[src/hdl/u2h_pkg.sv]
// shared types and constants for the utf-8 to ucs-2 hex converter
// no dependencies; compiled first

package u2h_pkg;

    localparam int QueueDepth   = 2;
    localparam int QPtrW        = $clog2(QueueDepth);
    localparam int QCountW      = $clog2(QueueDepth + 1);

    localparam int ByteW        = 8;
    localparam int UnitW        = 16;
    localparam int CharW        = 7;
    localparam int NibbleW      = 4;
    localparam int DigitW       = 2;
    localparam int PendW        = 3;
    localparam int LeadW        = 4;

    localparam logic [DigitW-1:0] DigitLast    = 2'd3;
    localparam logic [CharW-1:0]  AsciiZero    = 7'h30;
    localparam logic [CharW-1:0]  HexAlphaBase = 7'h37;  // 'A' minus ten
    localparam logic [NibbleW-1:0] NibbleNine  = 4'd9;
    localparam logic [5:0]        ContMask     = 6'h3F;

    // one decoded code unit, as passed from decoder to serializer
    typedef struct packed {
        logic [UnitW-1:0] code;
        logic             unsup;
    } t_unit;

    typedef struct packed {
        logic full;
        logic empty;
    } t_q_status;

endpackage

[src/hdl/u2h_if.sv]
// handshake channels for byte input and hex character output
// depends on u2h_pkg

interface u2h_in_if;
    logic                        valid;
    logic                        ready;
    logic [u2h_pkg::ByteW-1:0]   byte_in;

    modport source (output valid, output byte_in, input ready);
    modport sink   (input valid, input byte_in, output ready);
endinterface

interface u2h_out_if;
    logic                        valid;
    logic                        ready;
    logic [u2h_pkg::UnitW-1:0]   code_unit;
    logic [u2h_pkg::CharW-1:0]   hex_char;
    logic                        last_digit;
    logic                        unsupported;

    modport source (output valid, output code_unit, output hex_char,
                    output last_digit, output unsupported, input ready);
    modport sink   (input valid, input code_unit, input hex_char,
                    input last_digit, input unsupported, output ready);
endinterface

[src/hdl/u2h_front.sv]
// front end: accepts bytes, tracks the utf-8 sequence, pushes finished code units
// depends on u2h_pkg and u2h_if

module u2h_front (
    input  logic                i_clk,
    input  logic                i_rst_n,
    u2h_in_if.sink              i_byte,
    input  logic                i_q_full,
    output logic                o_push,
    output u2h_pkg::t_unit      o_push_data
);
    import u2h_pkg::*;

    logic [PendW-1:0]  r_pending, n_pending;
    logic [UnitW-1:0]  r_partial, n_partial;
    logic              r_unsup,   n_unsup;

    logic              accept;
    logic [ByteW-1:0]  b;
    logic [LeadW-1:0]  lead_ones;
    logic [UnitW-1:0]  shifted;
    logic [PendW-1:0]  pend_dec;

    function automatic logic [LeadW-1:0] count_lead(input logic [ByteW-1:0] v);
        logic [LeadW-1:0] n;
        logic             run;
        n   = '0;
        run = 1'b1;
        for (int k = ByteW - 1; k >= 0; k--) begin
            run = run & v[k];
            n   = n + {{(LeadW-1){1'b0}}, run};
        end
        return n;
    endfunction

    assign i_byte.ready = !i_q_full;
    assign accept       = i_byte.valid && !i_q_full;
    assign b            = i_byte.byte_in;
    assign lead_ones    = count_lead(b);
    assign shifted      = {r_partial[UnitW-7:0], b[5:0] & ContMask};
    assign pend_dec     = r_pending - PendW'(1);

    always_comb begin
        n_pending   = r_pending;
        n_partial   = r_partial;
        n_unsup     = r_unsup;
        o_push      = 1'b0;
        o_push_data = '{code: '0, unsup: 1'b0};
        if (accept) begin
            priority if (b == '0) begin
                // end of string drops any partial sequence
                n_pending = '0;
                n_partial = '0;
                n_unsup   = 1'b0;
            end else if (r_pending != '0) begin
                // taken as a continuation without checking its top bits
                n_pending = pend_dec;
                if (!r_unsup) begin
                    n_partial = shifted;
                end
                if (pend_dec == '0) begin
                    o_push      = 1'b1;
                    o_push_data = '{code: r_unsup ? '0 : shifted, unsup: r_unsup};
                    n_partial   = '0;
                    n_unsup     = 1'b0;
                end
            end else begin
                unique case (lead_ones)
                    LeadW'(0): begin
                        o_push      = 1'b1;
                        o_push_data = '{code: {{(UnitW-ByteW){1'b0}}, b}, unsup: 1'b0};
                    end
                    LeadW'(1): begin
                        // stray continuation byte
                        o_push      = 1'b1;
                        o_push_data = '{code: '0, unsup: 1'b1};
                    end
                    LeadW'(2): begin
                        n_partial = {{(UnitW-5){1'b0}}, b[4:0]};
                        n_unsup   = 1'b0;
                        n_pending = PendW'(1);
                    end
                    LeadW'(3): begin
                        n_partial = {{(UnitW-4){1'b0}}, b[3:0]};
                        n_unsup   = 1'b0;
                        n_pending = PendW'(2);
                    end
                    default: begin
                        // four or more leading ones: swallow the tail, emit flagged zero
                        n_partial = '0;
                        n_unsup   = 1'b1;
                        n_pending = PendW'(lead_ones - LeadW'(1));
                    end
                endcase
            end
        end
    end

    always_ff @(posedge i_clk) begin
        if (!i_rst_n) begin
            r_pending <= '0;
            r_partial <= '0;
            r_unsup   <= 1'b0;
        end else begin
            r_pending <= n_pending;
            r_partial <= n_partial;
            r_unsup   <= n_unsup;
        end
    end

endmodule

[src/hdl/u2h_queue.sv]
// short queue of decoded code units between decoder and serializer
// depends on u2h_pkg

module u2h_queue (
    input  logic                i_clk,
    input  logic                i_rst_n,
    input  logic                i_push,
    input  u2h_pkg::t_unit      i_push_data,
    input  logic                i_pop,
    output u2h_pkg::t_unit      o_head,
    output u2h_pkg::t_q_status  o_status
);
    import u2h_pkg::*;

    t_unit               r_mem [QueueDepth];
    logic [QPtrW-1:0]    r_wr_ptr, n_wr_ptr;
    logic [QPtrW-1:0]    r_rd_ptr, n_rd_ptr;
    logic [QCountW-1:0]  r_count,  n_count;
    logic                do_push;
    logic                do_pop;

    function automatic logic [QPtrW-1:0] ptr_inc(input logic [QPtrW-1:0] p);
        return (p == QPtrW'(QueueDepth - 1)) ? '0 : p + QPtrW'(1);
    endfunction

    assign o_status.full  = (r_count == QCountW'(QueueDepth));
    assign o_status.empty = (r_count == '0);
    assign o_head         = r_mem[r_rd_ptr];
    assign do_push        = i_push && !o_status.full;
    assign do_pop         = i_pop && !o_status.empty;

    always_comb begin
        n_wr_ptr = do_push ? ptr_inc(r_wr_ptr) : r_wr_ptr;
        n_rd_ptr = do_pop  ? ptr_inc(r_rd_ptr) : r_rd_ptr;
        n_count  = r_count + QCountW'(do_push) - QCountW'(do_pop);
    end

    always_ff @(posedge i_clk) begin
        if (do_push) begin
            r_mem[r_wr_ptr] <= i_push_data;
        end
    end

    always_ff @(posedge i_clk) begin
        if (!i_rst_n) begin
            r_wr_ptr <= '0;
            r_rd_ptr <= '0;
            r_count  <= '0;
        end else begin
            r_wr_ptr <= n_wr_ptr;
            r_rd_ptr <= n_rd_ptr;
            r_count  <= n_count;
        end
    end

endmodule

[src/hdl/u2h_back.sv]
// back end: turns each code unit into four hex characters, one per cycle while o_char.ready is high
// depends on u2h_pkg and u2h_if

module u2h_back (
    input  logic                i_clk,
    input  logic                i_rst_n,
    input  u2h_pkg::t_unit      i_head,
    input  u2h_pkg::t_q_status  i_q_status,
    output logic                o_pop,
    u2h_out_if.source           o_char
);
    import u2h_pkg::*;

    logic              r_valid, n_valid;
    t_unit             r_unit,  n_unit;
    logic [DigitW-1:0] r_digit, n_digit;
    logic              out_take;
    logic              slot_free;
    logic [NibbleW-1:0] nib;

    assign out_take  = r_valid && o_char.ready;
    assign slot_free = !r_valid || (out_take && r_digit == DigitLast);
    assign o_pop     = slot_free && !i_q_status.empty;

    // high nibble first
    always_comb begin
        unique case (r_digit)
            2'd0:    nib = r_unit.code[15:12];
            2'd1:    nib = r_unit.code[11:8];
            2'd2:    nib = r_unit.code[7:4];
            default: nib = r_unit.code[3:0];
        endcase
    end

    assign o_char.valid       = r_valid;
    assign o_char.code_unit   = r_unit.code;
    assign o_char.hex_char    = {{(CharW-NibbleW){1'b0}}, nib}
                                + ((nib > NibbleNine) ? HexAlphaBase : AsciiZero);
    assign o_char.last_digit  = (r_digit == DigitLast);
    assign o_char.unsupported = r_unit.unsup;

    always_comb begin
        n_valid = r_valid;
        n_unit  = r_unit;
        n_digit = r_digit;
        if (slot_free) begin
            n_valid = !i_q_status.empty;
            n_unit  = i_head;
            n_digit = '0;
        end else if (out_take) begin
            n_digit = r_digit + DigitW'(1);
        end
    end

    always_ff @(posedge i_clk) begin
        r_unit <= n_unit;
    end

    always_ff @(posedge i_clk) begin
        if (!i_rst_n) begin
            r_valid <= 1'b0;
            r_digit <= '0;
        end else begin
            r_valid <= n_valid;
            r_digit <= n_digit;
        end
    end

endmodule

[src/hdl/utf8_to_ucs2_hex.sv]
// top level of the utf-8 to ucs-2 hex converter
// depends on u2h_pkg, u2h_if, u2h_front, u2h_queue, u2h_back
//
// usage:
//   i_byte takes one utf-8 byte per item (valid/ready); a zero byte ends the
//   string and drops any half-finished sequence without producing output.
//   o_char gives one upper-case ascii hex digit per item, high nibble first,
//   together with the whole code unit, a last-digit mark and the unsupported
//   flag. every finished code unit (ascii, two- or three-byte sequence, or a
//   flagged zero for longer sequences and stray continuation bytes) yields
//   exactly four items.
//   a byte that completes a unit is written into the queue and then loaded
//   into the serializer register, which drives its first digit.
//   throughput: one digit per cycle while o_char.ready is high, the next unit
//   loading as the last is taken; bytes one per cycle while the two-entry queue has room.
//   stalls: when o_char.ready is low the digit holds, the queue fills and
//   i_byte.ready drops; both sides resume without loss.
//   reset: synchronous active low; clears the decoder state, the queue and
//   the output valid.

module utf8_to_ucs2_hex (
    input  logic    i_clk,
    input  logic    i_rst_n,
    u2h_in_if.sink  i_byte,
    u2h_out_if.source o_char
);
    import u2h_pkg::*;

    logic       push;
    t_unit      push_data;
    logic       pop;
    t_unit      head;
    t_q_status  q_status;

    u2h_front u_front (
        .i_clk       (i_clk),
        .i_rst_n     (i_rst_n),
        .i_byte      (i_byte),
        .i_q_full    (q_status.full),
        .o_push      (push),
        .o_push_data (push_data)
    );

    u2h_queue u_queue (
        .i_clk       (i_clk),
        .i_rst_n     (i_rst_n),
        .i_push      (push),
        .i_push_data (push_data),
        .i_pop       (pop),
        .o_head      (head),
        .o_status    (q_status)
    );

    u2h_back u_back (
        .i_clk      (i_clk),
        .i_rst_n    (i_rst_n),
        .i_head     (head),
        .i_q_status (q_status),
        .o_pop      (pop),
        .o_char     (o_char)
    );

`ifndef SYNTHESIS
    a_queue_sane: assert property (@(posedge i_clk) disable iff (!i_rst_n)
        !(q_status.full && q_status.empty))
        else $error("queue reports full and empty at once");

    a_no_push_full: assert property (@(posedge i_clk) disable iff (!i_rst_n)
        push |-> !q_status.full)
        else $error("code unit pushed into a full queue");

    a_unit_continues: assert property (@(posedge i_clk) disable iff (!i_rst_n)
        (o_char.valid && o_char.ready && !o_char.last_digit)
        |=> (o_char.valid && o_char.code_unit == $past(o_char.code_unit)))
        else $error("code unit changed before its last digit");

    a_reset_idle: assert property (@(posedge i_clk)
        !i_rst_n |=> !o_char.valid)
        else $error("output valid right after reset");
`endif

endmodule

[src/flat_wrapper.sv]
// flat-port wrapper written by rule: the top's interface ports become plain ports
module utf8_to_ucs2_hex_flat import u2h_pkg::*;
  (i_clk, i_rst_n, i_byte_valid, i_byte_byte_in, i_byte_ready, o_char_valid, o_char_code_unit, o_char_hex_char, o_char_last_digit, o_char_unsupported, o_char_ready);
  u2h_in_if i_byte_i ();
  u2h_out_if o_char_i ();
  input  logic i_clk;
  input  logic i_rst_n;
  input wire logic [$bits(i_byte_i.valid)-1:0] i_byte_valid;
  input wire logic [$bits(i_byte_i.byte_in)-1:0] i_byte_byte_in;
  output wire logic [$bits(i_byte_i.ready)-1:0] i_byte_ready;
  output wire logic [$bits(o_char_i.valid)-1:0] o_char_valid;
  output wire logic [$bits(o_char_i.code_unit)-1:0] o_char_code_unit;
  output wire logic [$bits(o_char_i.hex_char)-1:0] o_char_hex_char;
  output wire logic [$bits(o_char_i.last_digit)-1:0] o_char_last_digit;
  output wire logic [$bits(o_char_i.unsupported)-1:0] o_char_unsupported;
  input wire logic [$bits(o_char_i.ready)-1:0] o_char_ready;
  assign i_byte_i.valid = i_byte_valid;
  assign i_byte_i.byte_in = i_byte_byte_in;
  assign i_byte_ready = i_byte_i.ready;
  assign o_char_valid = o_char_i.valid;
  assign o_char_code_unit = o_char_i.code_unit;
  assign o_char_hex_char = o_char_i.hex_char;
  assign o_char_last_digit = o_char_i.last_digit;
  assign o_char_unsupported = o_char_i.unsupported;
  assign o_char_i.ready = o_char_ready;
  utf8_to_ucs2_hex u_core (.i_clk(i_clk), .i_rst_n(i_rst_n), .i_byte(i_byte_i), .o_char(o_char_i));
endmodule
[config.mk]
export PLATFORM = sky130hd
export DESIGN_NAME = utf8_to_ucs2_hex_flat
export DESIGN_NICKNAME = d
export VERILOG_FILES = /design/src/hdl/u2h_pkg.sv /design/src/hdl/u2h_if.sv /design/src/hdl/u2h_front.sv /design/src/hdl/u2h_queue.sv /design/src/hdl/u2h_back.sv /design/src/hdl/utf8_to_ucs2_hex.sv /design/src/flat_wrapper.sv
export SDC_FILE = /design/constraint.sdc
export NUM_CORES = 1
export LEC_CHECK = 0
export BUFFER_PORTS_ARGS = -buffer_cell sky130_fd_sc_hd__buf_2
export CAP_MARGIN = 20
export CORE_UTILIZATION = 58
export DETAILED_ROUTE_END_ITERATION = 10
export PLACE_DENSITY = 0.77
export SKIP_CTS_REPAIR_TIMING = 1
export SLEW_MARGIN = 10
export SYNTH_ARGS = -nofsm -noshare
export SYNTH_HDL_FRONTEND = slang
export SYNTH_SLANG_ARGS = --single-unit
[constraint.sdc]
create_clock -name i_clk -period 6.7 [get_ports i_clk]
set_input_delay 1.34 -clock i_clk [delete_from_list [all_inputs] [get_ports i_clk]]
set_output_delay 1.34 -clock i_clk [all_outputs]
set_load 0.02 [all_outputs]
; After elaboration in Yosys (flattened, before gate mapping)
; Memory sizes are Yosys's and may differ from the RTL's. A register that Yosys moved wholly into a read port is not among the register bits.
; Cells that the tools add are included.
[classes]
eq_ne = 10
magnitude_cmp = 1
n_reduce_logical = 22
n_addsub = 15
bitwise_logic = 8
n_mux = 29
[ops]
columns = cell, count
row1 = 2-to-1 mux 17 bit, 4
row2 = 2-to-1 mux 10 bit, 4
row3 = case mux 10 bit (3 select lines), 1
row4 = case mux 9 bit (2 select lines), 1
row5 = adder 4 x 1 -> 4 bit, 4
row6 = 2-to-1 mux 16 bit, 1
row7 = 2-to-1 mux 1 bit, 12
row8 = case mux 4 bit (3 select lines), 1
row9 = 2-to-1 mux 3 bit, 3
row10 = case mux 3 bit (3 select lines), 1
row11 = "== test 4 x 2 -> 1 bit, second input constant", 2
row12 = zero test 8 bit, 1
row13 = adder 4 x 6 -> 7 bit, 1
row14 = AND 1 bit, 7
row15 = "== test 2 bit, second input constant", 3
row16 = logical AND 1 bit, 6
row17 = AND reduction 3 bit, 2
row18 = OR reduction 2 bit, 3
row19 = "subtractor 3 x 1 -> 3 bit, second input constant", 2
row20 = adder 3 x 1 -> 4 bit, 1
row21 = "== test 4 x 1 -> 1 bit, second input constant", 1
row22 = "> comparator 4 bit, second input constant", 1
row23 = zero test 2 bit, 2
row24 = zero test 4 bit, 1
row25 = 17 further kinds, 20
[word_totals]
reg_bits = 21
input_bits = 12
ramBits = 34
mem_count = 1
out_inout_bits = 27
elab_cells = 94
[memory_table]
columns = name, words, width, read_ports, rd_clocked_by_memory_dff, wr, line
row1 = u_core.u_queue.r_mem, 2, 17, 1, 1, 1, u2h_queue.sv:15  ; t_unit r_mem [QueueDepth];

; Logic depth before layout (Yosys ltp)
[logic_depth]
word_depth = 17
mapped_depth = 21
ltp_nobuf = 21

; Hierarchy
; From an unflattened synthesis, not the netlist that was laid out.
[unflattened]
hier_cells = 298
hier_area_um2 = 3767.4
[by_module_without_submodules]
columns = module, area_per_inst_um2, instances, seq_area_each_um2, cells_each
row1 = u2h_queue, 1515.2, 1, 1121.1, 80
row2 = u2h_front, 1298.7, 1, 280.3, 146
row3 = u2h_back, 953.4, 1, 570.5, 72

; Worst setup path after synthesis
; OpenSTA, ideal clock, no wires.
[synth_timing]
path_type = input to register
start = in i_byte_byte_in[7]
end = mem u_core.u_queue.r_mem[1][0] (netlist bit), enable pin
setup_ns = 0.391
arrival_ns = 5.357
required_ns = 6.309
n_path_buf = 0
setup_slack_ns = 0.953
stages = 16
cell_sequence = and3_1 > and2_2 > and3_1 > and2_1 > fa_1 > inv_1 > fa_1 > inv_1 > ha_1 > inv_1 > fa_1 > nor3b_1 > a21o_1 > o21ai_0 > a211o_1 > nor2_1
[synth_between]
elab_chain_cells = 17
elab_cells_between_ends = 25
cone_classes = 7 x add/sub / 1 x eq/ne / 6 x mux / 7 x bitwise / 4 x reduce/logical
[synth_rtl]
columns = element, line
row1 = "start, declared", flat_wrapper.sv:9  ; input wire logic [$bits(i_byte_i.byte_in)-1:0] i_byte_byte_in;
row2 = AND 1 bit, u2h_front.sv:30  ; run = run & v[k];
row3 = adder 1 x 1 -> 2 bit or AND 1 bit (tied branches), "u2h_front.sv:31, u2h_front.sv:30"
row4 = adder 2 x 1 -> 3 bit or AND 1 bit (tied branches), "u2h_front.sv:31, u2h_front.sv:30"
row5 = adder 3 x 1 -> 4 bit or AND 1 bit (tied branches), "u2h_front.sv:31, u2h_front.sv:30"
row6 = adder 4 x 1 -> 4 bit or AND 1 bit (tied branches) (3 in a row), "u2h_front.sv:31, u2h_front.sv:30"
row7 = adder 4 x 1 -> 4 bit, u2h_front.sv:31  ; n = n + {{(LeadW-1){1'b0}}, run};
row8 = == test 4 x 1 -> 1 bit or zero test 4 bit (tied branches), u2h_front.sv:68  ; unique case (lead_ones)
row9 = OR reduction 2 bit (no line), n/a
row10 = 2-to-1 mux 1 bit, u2h_front.sv:68
row11 = 2-to-1 mux 1 bit, u2h_front.sv:55  ; end else if (r_pending != '0) begin
row12 = 2-to-1 mux 1 bit (*), u2h_front.sv:50  ; priority if (b == '0) begin
row13 = 2-to-1 mux 1 bit (*), u2h_front.sv:49  ; if (accept) begin
row14 = logical AND 1 bit (*), u2h_queue.sv:29  ; assign do_push = i_push && !o_status.full;
row15 = 2-to-1 mux 1 bit (*), u2h_queue.sv:39  ; if (do_push) begin
row16 = 2-to-1 mux 1 bit (not written as such) (*), u2h_queue.sv:40  ; r_mem[r_wr_ptr] <= i_push_data;
row17 = "end, declared", u2h_queue.sv:15
; Every way passes the cells marked *; elsewhere a longest branch is shown, timed or not.

; Worst setup path after layout
[layout_timing]
start = in i_byte_byte_in[7]
end = reg u_core.u_queue.r_count[1]
[layout_between]
elab_chain_cells = 17
elab_cells_between_ends = 25
cone_classes = 9 x add/sub / 1 x eq/ne / 4 x mux / 7 x bitwise / 4 x reduce/logical
[layout_rtl]
columns = element, line
row1 = AND 1 bit, u2h_front.sv:30
row2 = adder 1 x 1 -> 2 bit or AND 1 bit (tied branches), "u2h_front.sv:31, u2h_front.sv:30"
row3 = adder 2 x 1 -> 3 bit or AND 1 bit (tied branches), "u2h_front.sv:31, u2h_front.sv:30"
row4 = adder 3 x 1 -> 4 bit or AND 1 bit (tied branches), "u2h_front.sv:31, u2h_front.sv:30"
row5 = adder 4 x 1 -> 4 bit or AND 1 bit (tied branches) (3 in a row), "u2h_front.sv:31, u2h_front.sv:30"
row6 = adder 4 x 1 -> 4 bit, u2h_front.sv:31
row7 = == test 4 x 1 -> 1 bit or zero test 4 bit (tied branches), u2h_front.sv:68
row8 = OR reduction 2 bit (no line), n/a
row9 = 2-to-1 mux 1 bit, u2h_front.sv:68
row10 = 2-to-1 mux 1 bit, u2h_front.sv:55
row11 = 2-to-1 mux 1 bit (*), u2h_front.sv:50
row12 = 2-to-1 mux 1 bit (*), u2h_front.sv:49
row13 = logical AND 1 bit (*), u2h_queue.sv:29
row14 = adder 2 x 1 -> 2 bit (*), u2h_queue.sv:35  ; n_count = r_count + QCountW'(do_push) - QCountW'(do_pop);
row15 = subtractor 2 x 1 -> 2 bit (*), u2h_queue.sv:35
row16 = "end signal, assigned", u2h_queue.sv:52  ; r_count <= n_count;
row17 = "end, declared", u2h_queue.sv:18  ; logic [QCountW-1:0] r_count, n_count;
; Marked as above.
; A chain may end at the register's enable or synchronous reset.

==> impl_metrics.json <==
{
  "cellPowerDensity_mw_per_mm2": 431.0,
  "power_frac_comb_pct": 39.9,
  "worstSetupPathType": "input pin to register",
  "overflow": 0,
  "synthFlopType": "edfxtp_1",
  "syn_nets": 332,
  "cap_viol_max_count": 0,
  "yosysWarnings": 0,
  "vias": 2319,
  "seqCellArea_mm2": 0.001952,
  "whs_ns": 0.4603,
  "multi_input_comb_area_mm2": 0.001518,
  "drtPass1Iterations": 4,
  "synth_edf_count": 51,
  "setup-tns-final_ns": 0,
  "drv_slew": 0,
  "wl_per_cell_um": 14.86,
  "grt_pass1_vias": 2092,
  "r2r_end": "u_core.u_queue.r_count[1]",
  "h-tree-depth": 3,
  "drive_above_1_share_pct": 25.14,
  "outcome": "finished, final reports clean",
  "seq_area_frac_synth_pct": 54.43,
  "whs_path_depth": 2,
  "cp.required_ns": 6.93,
  "max_slew.worst_pin.slew_ns": 0.8264,
  "die_x_um": 80.63,
  "grt_max_degree": 19,
  "hold_end": "u_core.u_front.r_partial[4]",
  "p_seq_share_pct": 40.7,
  "max_slew_margin_pct": 44.43,
  "post-route-min-period_ns": 5.697,
  "clock_skew_ns": 0.009108,
  "cts_tree": "built",
  "core-area_mm2": 0.005956,
  "max_freq_ghz": 0.1755,
  "grt_pass1_wl_um": 9673,
  "synthCells": 296,
  "cp-end-kind": "register",
  "period_share_pct": 85.03,
  "dieArea_mm2": 0.006501,
  "p_sw_mw": 0.6590,
  "peakVddDrop_mv": 0.3533,
  "antenna_cells": 0,
  "gp_congestion": 0.9521,
  "arrival_ns": 5.93,
  "clk_pin_slew_worst_paths_ns": 0.08,
  "synth.area.top_cells": "edfxtp_1 43%, dfxtp_1 12%, ha_1 7.0%, mux2_2 6.3%, nand2_1 3.3%",
  "startpoint": "i_byte_byte_in[7]",
  "drc_errors": 0,
  "netSwitchingFraction_pct": 37.81,
  "r2r_start": "u_core.u_front.r_pending[1]",
  "ant_nets": 0,
  "p_leak_nw": 1.621,
  "p_clk_share_pct": 19.3,
  "holdCritStartpoint": "u_core.u_front.r_partial[4]",
  "netlist_area_mm2": 0.003586,
  "worst-path-max-fanout": 6,
  "ys_ff_latch": 72,
  "top_level_ports": 39,
  "synthTopCellsByCount": "51 x edfxtp_1, 32 x nand2_1, 21 x dfxtp_1",
  "cts_buffer_depth": 2,
  "p_total_mw": 1.743,
  "p_int_mw": 1.084,
  "die_h_um": 80.63,
  "hold_path.class": "register to register",
  "globalRouteTotalUtil_pct": 20.82,
  "yosysTopAreaCell": "edfxtp_1",
  "syn_area_per_cell_um2": 12.11,
  "viasPerCell": 5.508,
  "clk_latency_ns": 0.34,
  "rsz0062_at_grt": "no",
  "synth.distinct_cells": 50,
  "rrSetupSlack_ns": 4.04,
  "port_buffers": 38,
  "area_delta_synth_final_pct": 12.77,
  "root_buffer": "clkbuf_8",
  "r2r_cells": 11,
  "antenna_found_initial": 0,
  "hpwlAfterDp_um": 4722,
  "post-synth-top-area-fraction_pct": 42.71,
  "clock_sinks": 72,
  "setup_viol": 0,
  "cts_buffers": 9,
  "nFillCells": 445,
  "async_flop_share_pct": 0,
  "drt-total-wl_um": 6257,
  "nets": 377,
  "start_util_pct": 60.21,
  "placementRows": 28,
  "synthMostInstantiatedCell": "edfxtp_1",
  "startpoint_type": "input pin",
  "finalHoldViolations": 0,
  "first_iter_violations": 157
}
critical path, stage by stage:
cell and delay [ns]:
buf_2 0.12, and3_1 0.21, and2_2 0.21, and3_1 0.21, and2_1 0.19, fa_1 0.49
inv_1 0.05, fa_1 0.45, inv_1 0.07, ha_1 0.16, inv_1 0.05, fa_1 0.40
nor3b_1 0.35, a21o_1 0.26, o21ai_0 0.11, a211o_1 0.37, ha_1 0.31, inv_1 0.06
ha_1 0.14, xor2_1 0.17, xnor2_1 0.14, nor2_1 0.05
flip-flops by register name, summed over array words and instances, names as in the netlist:
| signal | count |
|---|---|
| u_core.u_queue.r_wr_ptr | 1 |
| u_core.u_front.r_partial | 10 |
| u_core.u_back.o_char.unsupported | 1 |
| u_core.u_queue.r_rd_ptr | 1 |
| u_core.u_back.o_char.code_unit | 16 |
| u_core.u_queue.r_count | 2 |
| u_core.u_back.o_char.valid | 1 |
| u_core.u_front.r_pending | 3 |
| u_core.u_front.r_unsup | 1 |
| u_core.u_queue.r_mem | 34 |
| u_core.u_back.r_digit | 2 |
cell type report:
class | count | share of cell area, %
clock buffer | 9 | 3.063
clock inverter | 7 | 1.887
inverter | 20 | 1.856
multi-input combinational | 198 | 37.53
sequential | 72 | 48.27
tap | 75 | 2.321
timing repair buffer | 40 | 5.074
power by group through the flow:
stage	Clock (mW)	Sequential, mW	Combinational (mW)
after floorplan	0	0.762	0.467
after global routing	0.363	0.723	0.765
after CTS	0.342	0.712	0.699
after detailed placement	0	0.721	0.694
after global placement	0	0.716	0.680
final	0.337	0.710	0.696
worst max-delay path by stage:
stage / cells past startpoint / slack (ns) / endpoint
4_1_cts: 22 / 1.06 / u_core.u_queue.r_count[1]
3_5_place_dp: 22 / 0.70 / u_core.u_queue.r_count[1]
3_3_place_gp: 22 / 0.87 / u_core.u_queue.r_count[1]
5_1_grt: 22 / 0.76 / u_core.u_queue.r_count[1]
6_report: 22 / 1.00 / u_core.u_queue.r_count[1]
2_1_floorplan: 16 / 0.95 / u_core.u_queue.r_mem[1][0]
per-stage QoR:
| stage | setup WS [ns] | cells | util (%) | cell area [µm²] |
|---|---|---|---|---|
| floorplan | 0.9528 | 296 | - | 3586 |
| global placement | 0.8723 | 405 | 64.54 | 3844 |
| detailed placement | 0.6984 | 405 | 64.54 | 3844 |
| CTS | 1.057 | 421 | 67.90 | 4044 |
| global route | 0.7622 | 421 | 67.90 | 4044 |
| finish | 1.003 | 421 | 67.90 | 4044 |
layer usage:
layer	GRT usage, %	part of all wire, %	vias to the layer above
met5	0	0	-
met4	8.929	1.5	0
met3	4.432	4.1	9
met2	36.02	50	73
met1	24.89	45	1072
li1	-	-	1165
layout by cell type (no fill, tap or decap), types with 2 or more instances in the layout:
cell type,synthesis,final
o22ai_1,6,6
xor2_1,3,3
dfxtp_1,21,21
buf_2,0,38
nand2b_1,4,4
and2_1,15,15
mux2_2,20,20
nor2_1,14,14
nor2b_1,5,5
xnor2_1,3,3
a21oi_1,11,11
fa_1,4,4
edfxtp_1,51,51
inv_1,20,20
and3_1,3,3
a22oi_1,3,3
a222oi_1,4,4
buf_4,1,2
clkbuf_8,0,9
nand3_1,6,6
a211oi_1,2,2
nand2_1,32,32
a21o_1,3,3
clkinvlp_4,0,2
o21ai_0,6,6
o221ai_1,2,2
inv_6,0,3
nand3b_1,2,2
ha_1,20,20
mux2i_1,8,8
and2_2,2,2
cell families (layout without fill, tap and decap cells):
logic type,count (synthesis),count (layout),share of synthesized area (%)
adder cells (fa/ha/maj),24,24,9.212
XOR/XNOR,6,6,1.466
flip-flops,72,72,54.43
multiplexers,28,28,8.514
AO/OA/AOI/OAI,46,46,9.491
buffers and inverters,26,76,3.245
AND/OR/NAND/NOR,94,94,13.64
Power figures use the tool's default switching activity.
